File: config.mk
export PLATFORM = sky130hd
export DESIGN_NAME = ssm_span
export DESIGN_NICKNAME = d
export VERILOG_FILES = /design/src/sv/scanline_sprite_mapper_unit_macros.svh /design/src/sv/ssm_pkg.sv /design/src/sv/ssm_span.sv
export SDC_FILE = /design/constraint.sdc
export NUM_CORES = 1
export LEC_CHECK = 0
export CAP_MARGIN = 20
export CORE_AREA = 2 2 39 41
export DETAILED_ROUTE_END_ITERATION = 10
export DIE_AREA = 0 0 41 43
export DONT_BUFFER_PORTS = 1
export GPL_TIMING_DRIVEN = 0
export PLACE_DENSITY = 0.67
export SETUP_SLACK_MARGIN = 0.15
export SLEW_MARGIN = 20
export SYNTH_ARGS = -nofsm -noshare
export SYNTH_HDL_FRONTEND = slang
export SYNTH_SLANG_ARGS = --single-unit
File: constraint.sdc
create_clock -name vclk -period 3
set_input_delay 0.6 -clock vclk [all_inputs]
set_output_delay 0.6 -clock vclk [all_outputs]
set_load 0.03 [all_outputs]
File: src/sv/scanline_sprite_mapper_unit_macros.svh
`ifndef SCANLINE_SPRITE_MAPPER_UNIT_MACROS_SVH
`define SCANLINE_SPRITE_MAPPER_UNIT_MACROS_SVH

// Checks that hold in the same cycle.
`define SSM_ASSERT_IMP(lbl, clk, rst, ante, cons) \
   lbl: assert property (@(posedge clk) disable iff (rst) (ante) |-> (cons)) \
      else $error("scanline sprite mapper check failed");

// Checks that hold in the next cycle.
`define SSM_ASSERT_NXT(lbl, clk, rst, ante, cons) \
   lbl: assert property (@(posedge clk) disable iff (rst) (ante) |=> (cons)) \
      else $error("scanline sprite mapper check failed");

`endif

File: src/sv/ssm_pkg.sv
package ssm_pkg;

   localparam int KIND_W      = 2;
   localparam int SPRITE_W    = 6;
   localparam int Y_W         = 8;
   localparam int LINE_IN_W   = 8;
   localparam int SLOT_W      = 4;
   localparam int COUNT_OUT_W = 4;

   localparam logic [KIND_W-1:0] KIND_CLEAR = 2'd0;
   localparam logic [KIND_W-1:0] KIND_ADD   = 2'd1;
   localparam logic [KIND_W-1:0] KIND_READ  = 2'd2;

   localparam int SHORT_HEIGHT = 8;
   localparam int TALL_HEIGHT  = 16;
   localparam int Y_OFFSET     = 16;
   localparam int SPAN_BIAS    = 17;

   typedef enum logic [3:0] {
      ST_IDLE = 4'b0001,
      ST_ADD  = 4'b0010,
      ST_READ = 4'b0100,
      ST_DONE = 4'b1000
   } state_type;

   typedef struct packed {
      logic           hit;
      logic [Y_W-1:0] first;
      logic [Y_W-1:0] last;
   } span_type;

endpackage

File: src/sv/ssm_span.sv
module ssm_span #(
   parameter int VISIBLE_LINES = 144,
   parameter int SPRITE_COUNT  = 40
) (
   input  logic [ssm_pkg::SPRITE_W-1:0] sprite_number,
   input  logic [ssm_pkg::Y_W-1:0]      y_position,
   input  logic                         tall,
   output ssm_pkg::span_type            span
);
   import ssm_pkg::*;

   logic [4:0] height;
   logic [9:0] y_wide;
   logic [9:0] y_sum;
   logic [9:0] last_raw;
   logic       number_ok;

   always_comb begin
      height    = tall ? 5'(TALL_HEIGHT) : 5'(SHORT_HEIGHT);
      y_wide    = 10'(y_position);
      y_sum     = y_wide + 10'(height);
      last_raw  = y_sum - 10'(SPAN_BIAS);
      number_ok = 7'(sprite_number) < 7'(SPRITE_COUNT);

      span.hit = number_ok && (y_sum >= 10'(SPAN_BIAS))
                 && (y_wide < 10'(VISIBLE_LINES + Y_OFFSET));

      if (y_wide >= 10'(Y_OFFSET)) begin
         span.first = 8'(y_wide - 10'(Y_OFFSET));
      end else begin
         span.first = '0;
      end

      if (last_raw > 10'(VISIBLE_LINES - 1)) begin
         span.last = 8'(VISIBLE_LINES - 1);
      end else begin
         span.last = last_raw[7:0];
      end
   end

endmodule
==> flow_summary.ini, run 1 <==
[min_path]
min_path_type = in2out

[detailed_routing]
drc = 0
wl_per_cell_um = 13.0
drt-initial-drc-count = 6
vias_per_cell = 5.80
drtPass1Iterations = 4
num_vias = 592
routed_wl_um = 1330
antenna_left = 0

[timing]
setup_violations = 8
fmaxAchievable_mhz = 304
drv_slew = 0
hold_violations = 0
rsz0062_at_grt = true
finalCriticalPeriod_ns = 3.29
period_share_pct = 110
worst_slew_pin_slew_ns = 0.748
slew_headroom_pct = 49.6
setup_ws_ns = -0.294

[place]
gp_congestion = 0.801
dpl.hpwl_um = 1040
portBuffers = 0
dpl_cell_area_sq_um = 637

[grt]
grt_max_degree = 11
gr-total-overflow = 0
grt_pass1_wl_um = 1900
grt_pass1_vias = 433
track_usage_pct = 14.3
antenna_found_initial = 0

[flow_run]
drv_cap = 0

[synth]
ys_seq_area_share_pct = 0
syn_inst = 82
synth_area_leaders = ha_1 (16%), xnor2_1 (9.4%), nor2_1 (8.0%)
syn_area_sq_um = 561
yosysTopAreaCell = ha_1
yosysUniqueCellTypes = 32
synth_nets = 105
yosys_warnings = 0
synth_commonest_cells = nor2_1 (12), ha_1 (7)
post-synth-top-count-cell = nor2_1
netlist.area_leader.share_pct = 15.6
syn_avg_cell_area_sq_um = 6.84

[setup_path]
worstPathRequired_ns = 2.40
worstPathMaxFanout = 5
cp.arrival_ns = 2.69
cp-start-kind = primary input
critical_path_class = in2out
worstSetupEndpointType = primary output

[power_and_ir_drop]
p_leak_nw = 0.272
powerDensity_nw_per_um2 = 282
ir_worst_vdd_mv = 0.0788
finalPower_mw = 0.190

[cells_and_area]
antennaDiodeCount = 0
seq_cells = 0
clkbuf_count = 0
multi_input_area_sq_um = 571
syn_to_final_growth_pct = 20.3
n_fill_cell = 138
stdcell_area_sq_um = 674
regArea_sq_um = 0
drive_gt1_share_pct = 22.1
num-nets-final = 111

[floorplanning]
dieArea_sq_um = 1760
die_height_um = 43
core_area_sq_um = 1380
initial_core_util_pct = 40.5
io_pins = 32
row_count = 14
die_x_um = 41

[status]
violations = negative setup slack
status = finished, violations left

[clock_tree]
postCtsHoldBufs = 0
area by class of cell:
class | count | area share (%)
Buffer | 3 | 2.78
Inverter | 6 | 5.19
Timing Repair Buffer | 4 | 4.45
Multi-Input combinational cell | 73 | 84.6
Tap cell | 16 | 2.97
kinds of logic after synthesis:
logic type,count (synthesis),synth area share [%]
and+or+nand+nor,40,40.2
xor gates and xnor gates,9,14.1
AOI/OAI and AO/OA,16,19.2
adders and majority gates,8,19.2
buffers and inverters,9,7.37
layout by cell type (no fill, tap or decap), types with 2 or more instances in the layout:
master and count:
nor2_1 12, nand2_1 6, xnor2_1 6, ha_1 6, inv_1 5, buf_4 4, nor3_1 3, a21oi_1 3
xor2_1 3, nand3b_1 3, o21ai_0 3, clkbuf_1 2, a31oi_1 2, nor4_1 2, o31ai_1 2, o21a_1 2
nor3_4 2
metal layers:
metal,part of all wire (%),wire length (um),GRT usage [%]
met3,6.8,90,1.05
met1,45,595,20.9
met5,0,0,0
met4,0,0,0
met2,48,641,23.4
where the power goes:
group / internal, mW / switching [mW] / leakage [nW]
clock network: 0 / 0 / 0
logic: 0.0654 / 0.125 / 0.272
registers: 0 / 0 / 0
total: 0.0654 / 0.125 / 0.272
stage by stage:
stage	worst slack [ns]	setup TNS (ns)	utilization [%]	cells	hold WS, ns
2_1_floorplan	-0.307	-2.11	-	82	1.31
3_3_place_gp	-0.459	-3.19	46.0	98	1.32
3_5_place_dp	-0.461	-3.24	46.0	98	1.31
4_1_cts	-0.316	-1.96	47.8	101	1.31
5_1_grt	-0.408	-2.79	48.7	102	1.32
6_report	-0.294	-1.97	48.7	102	1.31
critical path, cell delays in order:
cell      delay [ns]
inv_12          0.01
ha_4            0.14
fa_2            0.53
o41a_1          0.24
nor3_2          0.07
or4_4           0.51
o211ai_1        0.21
and3b_2         0.36
final timing paths:
path	start	to	slack, ns	cells after the start
setup / recovery	tall	span[5]	-0.29	8
hold / removal	y_position[4]	span[12]	1.31	1
timing repair:
action                                  4_1_cts  5_1_grt
resized for setup                             1        1
endpoints found under the setup margin        8        8
hold endpoints to repair                      0        0
setup buffers                                 3        1
pin swaps                                     8        2
(Power assumes the default switching activity.)
==> inputs of run 2 (changes only) <==
- ABC_AREA: unset -> 1
- PLACE_DENSITY: 0.67 -> 0.73
- TNS_END_PERCENT: unset -> 5
- clock period: 3 -> 3.92 ns (I/O delays scaled with it)
==> run 2 against run 1 <==
  * The run now ends clean
  * Largest power group unchanged
  * Wire length fell by 3.6%
  * Cell area rose by 1.9%
  * Clock-buffer cell count did not move
  * Sequential share of layout area did not move
  * Die area did not move
  * Critical path depth rose by 4
  * Via count rose by 11%
  * Global-route usage rose by 2.9 points
  * First-iteration DRC count rose by 67%
  * Synthesized area rose by 19%
==> flow_summary.ini, run 2 <==
[floorplanning]
core_area_sq_um = 1380
row_count = 14
io_pins = 32
dieArea_sq_um = 1760
die_height_um = 43
initial_core_util_pct = 48.2
die_x_um = 41

[cells_and_area]
seq_cells = 0
drive_gt1_share_pct = 26.3
most-common-layout-cells = nand2_1 (21), inv_1 (16), nand3_1 (16), nand2_2 (13), nor2_1 (10)
layout_commonest_cell = nand2_1
regArea_sq_um = 0
clkbuf_count = 0
multi_input_area_sq_um = 571
n_fill_cell = 154
syn_to_final_growth_pct = 3.00
antennaDiodeCount = 0
num-nets-final = 139

[synth]
syn_avg_cell_area_sq_um = 5.85
synth_nets = 137
yosysUniqueCellTypes = 23
netlist.area_leader.share_pct = 13.1
syn_inst = 114
synth_area_leaders = ha_1 (13%), nand2_2 (12%), nand3_1 (12%)
synth_commonest_cells = nand2_1 (21), inv_1 (16), nand3_1 (16), nand2_2 (13), nor2_1 (10)
ys_seq_area_share_pct = 0
post-synth-top-count-cell = nand2_1
syn_area_sq_um = 667
yosys_warnings = 0
yosysTopAreaCell = ha_1

[grt]
antenna_found_initial = 0
gr-total-overflow = 0
grt_pass1_wl_um = 2240
grt_max_degree = 11
track_usage_pct = 17.1
grt_pass1_vias = 565

[setup_path]
cp.arrival_ns = 2.59
worstPathMaxFanout = 8
worstPathRequired_ns = 3.14
worstSetupEndpointType = primary output
critical_path_class = in2out
cp-start-kind = primary input

[min_path]
min_path_cells = 1
min_to = span[12]
min_path_type = in2out
hp-start = y_position[4]

[detailed_routing]
drc = 0
drtPass1Iterations = 4
routed_wl_um = 1280
drt-initial-drc-count = 10
antenna_left = 0
num_vias = 659
wl_per_cell_um = 9.84
vias_per_cell = 5.07

[clock_tree]
cts_resized = 0
postCtsHoldBufs = 0
post-cts-setup-buffers = 0

[timing]
finalCriticalPeriod_ns = 3.37
final.setup.tns_ns = 0
drv_slew = 0
rsz0062_at_grt = false
slew_headroom_pct = 50.4
worst_slew_pin_slew_ns = 0.734
fmaxAchievable_mhz = 297
period_share_pct = 86.0
setup_violations = 0
hold_violations = 0
setup_ws_ns = 0.548

[flow_run]
drv_cap = 0

[power_and_ir_drop]
powerDensity_nw_per_um2 = 210
ir_worst_vdd_mv = 0.127
p_leak_nw = 0.363

[place]
portBuffers = 0
gp_congestion = 0.808
dpl_worst_slack_ns = 0.538
dpl.hpwl_um = 1170

[status]
status = finished, final reports clean
==> run 2: cell types whose count changed in the layout (fill, tap and decap cells not counted), moves of 5 or more <==
cell,before,now
nand2_2,0,13
nand2_1,6,21
nand3_1,1,16
inv_1,5,16
xnor2_1,6,1
==> run 2: through the flow <==
step / cell area, sq um / utilization (%) / std cells / hold slack, ns / power (mW)
6_report: 687 / 49.6 / 130 / 1.68 / 0.144
5_1_grt: 687 / 49.6 / 130 / 1.69 / 0.159
4_1_cts: 687 / 49.6 / 130 / 1.68 / 0.146
3_5_place_dp: 687 / 49.6 / 130 / 1.68 / 0.146
3_3_place_gp: 687 / 49.6 / 130 / 1.68 / 0.144
2_1_floorplan: 667 / - / 114 / 1.68 / 0.132
==> run 2: cell type report <==
class	count	share of cell area [%]
tap	16	2.91
inverter	20	11.3
buffer	2	2.73
multi-input combinational	92	83.1
==> run 2: cells by family after synthesis <==
logic type | share of synthesized area [%]
buffers and inverters | 14.4
xor gates and xnor gates | 1.31
AOI/OAI and AO/OA | 10.3
adders and majority gates | 16.1
and+or+nand+nor | 57.8
==> run 2: worst max path at each step <==
stage | to | cells past startpoint | from
floorplan | span[6] | 12 | tall
global placement | span[6] | 12 | tall
detailed placement | span[6] | 12 | tall
CTS | span[6] | 12 | tall
global route | span[6] | 12 | tall
finish | span[6] | 12 | tall
==> run 2: critical path: stages <==
cell and delay, ns:
inv_1 0.02, ha_1 0.21, fa_1 0.48, buf_4 0.15, nand2_1 0.10, inv_2 0.06, nand2_1 0.04, nand3_1 0.09
nand2_2 0.07, nand2_4 0.11, nand2_2 0.15, nor2_2 0.32
==> run 2: report_power, final <==
group / switching (mW) / leakage (nW) / internal [mW]
Clock: 0 / 0 / 0
Sequential: 0 / 0 / 0
Combinational: 0.106 / 0.363 / 0.0384
==> run 2: routing by layer <==
layer / share of wire [%] / track usage (%) / up-vias
met2: 51 / 29.4 / 19
met1: 43 / 23.6 / 277
li1: - / - / 363
met4: 0 / 0 / 0
met5: 0 / 0 / -
met3: 5.7 / 1.57 / 0
==> inputs of run 3 (changes only) <==
- CELL_PAD_IN_SITES_DETAIL_PLACEMENT: unset -> 0
- CELL_PAD_IN_SITES_GLOBAL_PLACEMENT: unset -> 1
- CORE_AREA: 2 2 39 41 -> unset
- CORE_UTILIZATION: unset -> 48
- DIE_AREA: 0 0 41 43 -> unset
- PLACE_DENSITY: 0.73 -> 0.95
==> run 3 against run 2 <==
  * Clock-buffer cell count stayed put
  * Non-clock buffer count stayed put
  * First-iteration DRC count stayed put
  * Maximum frequency is 0.20% lower
  * Critical path depth stayed put
  * Worst setup slack worse by 0.0068 ns
  * Cell area is 0.18% lower
==> flow_summary.ini, run 3 (same netlist as run 2, synthesis figures left out) <==
[status]
status = finished, final reports clean

[setup_path]
worstPathRequired_ns = 3.14
cp-startpoint = tall
worstSetupEndpointType = primary output
cp-start-kind = primary input
worstPathMaxFanout = 8
cp.arrival_ns = 2.59
critical_path_class = in2out

[cells_and_area]
num-nets-final = 139
clkbuf_count = 0
most-common-layout-cells = nand2_1 (21), inv_1 (16), nand3_1 (16), nand2_2 (13), nor2_1 (10)
syn_to_final_growth_pct = 2.81
layout_commonest_cell = nand2_1
seq_cells = 0
drive_gt1_share_pct = 26.3
antennaDiodeCount = 0
fin_util_pct = 52.7
finish.cell_count_without_fillers = 129
regArea_sq_um = 0

[clock_tree]
cts_resized = 0
post-cts-setup-buffers = 0
postCtsHoldBufs = 0

[floorplanning]
initial_core_util_pct = 51.3
die_height_um = 39.3
io_pins = 32
core_area_sq_um = 1300
row_count = 13
die_x_um = 39.3
dieArea_sq_um = 1540

[detailed_routing]
num_vias = 679
routed_wl_um = 1330
wl_per_cell_um = 10.3
antenna_left = 0
drtPass1Iterations = 4
drc = 0
drt-initial-drc-count = 10
vias_per_cell = 5.26

[grt]
gr-total-overflow = 0
met1_usage_pct = 26.1
busiest_layer = met2
antenna_found_initial = 0
use_met2_pct = 31.3
grt_pass1_wl_um = 2070
track_usage_pct = 18.3
grt_use_met3_pct = 1.70
grt_pass1_vias = 499
grt_max_degree = 11

[place]
dp.cells = 129
gp_congestion = 0.856
dpl_worst_slack_ns = 0.550
portBuffers = 0
dpl.hpwl_um = 1180

[timing]
fmaxAchievable_mhz = 296
worst_slew_pin_slew_ns = 0.725
setup_violations = 0
slew_headroom_pct = 51.0
hold_ws_ns = 1.68
period_share_pct = 86.2
rsz0062_at_grt = false
finalCriticalPeriod_ns = 3.38
final.setup.tns_ns = 0
setup_ws_ns = 0.541
hold_violations = 0
drv_slew = 0

[min_path]
min_path_type = in2out
hp-start = y_position[4]

[power_and_ir_drop]
p_leak_nw = 0.363
ir_worst_vdd_mv = 0.139
powerDensity_nw_per_um2 = 211

[flow_run]
drv_cap = 0
[run 3: cell counts in the layout (fill, tap and decap cells not counted)]
Identical to the previous run, type by type.
[run 3: stage by stage]
| step | total power [mW] | instance area, sq um |
|---|---|---|
| floorplan | 0.132 | 667 |
| global placement | 0.143 | 686 |
| detailed placement | 0.145 | 686 |
| CTS | 0.146 | 686 |
| global route | 0.158 | 686 |
| finish | 0.145 | 686 |
[run 3: path summary, 6_finish.rpt]
kind,to,slack (ns),cells past startpoint
setup / recovery,span[6],0.54,12
hold / removal,span[12],1.68,1
[run 3: where the power goes]
part / leakage, nW / switching, mW / internal, mW
Combinational: 0.363 / 0.106 / 0.0386
Sequential: 0 / 0 / 0
Clock: 0 / 0 / 0
Total: 0.363 / 0.106 / 0.0386
[run 3: worst max-delay path, stage by stage]
cell,delay (ns)
inv_1,0.02
ha_1,0.21
fa_1,0.49
buf_4,0.15
nand2_1,0.10
inv_2,0.06
nand2_1,0.05
nand3_1,0.09
nand2_2,0.07
nand2_4,0.11
nand2_2,0.15
nor2_2,0.31
[run 3: area by class of cell]
type	instances	area, sq um
buffer	2	18.8
fill	142	616
inverter	20	77.6
multi-input combinational	92	571
tap	15	18.8
[run 3: per-layer routing]
metal / wire length (um) / vias to the layer above / share of wire [%]
li1: - / 364 / -
met1: 626 / 295 / 47
met2: 619 / 20 / 47
met3: 82 / 0 / 6.2
met4: 0 / 0 / 0
met5: 0 / - / 0
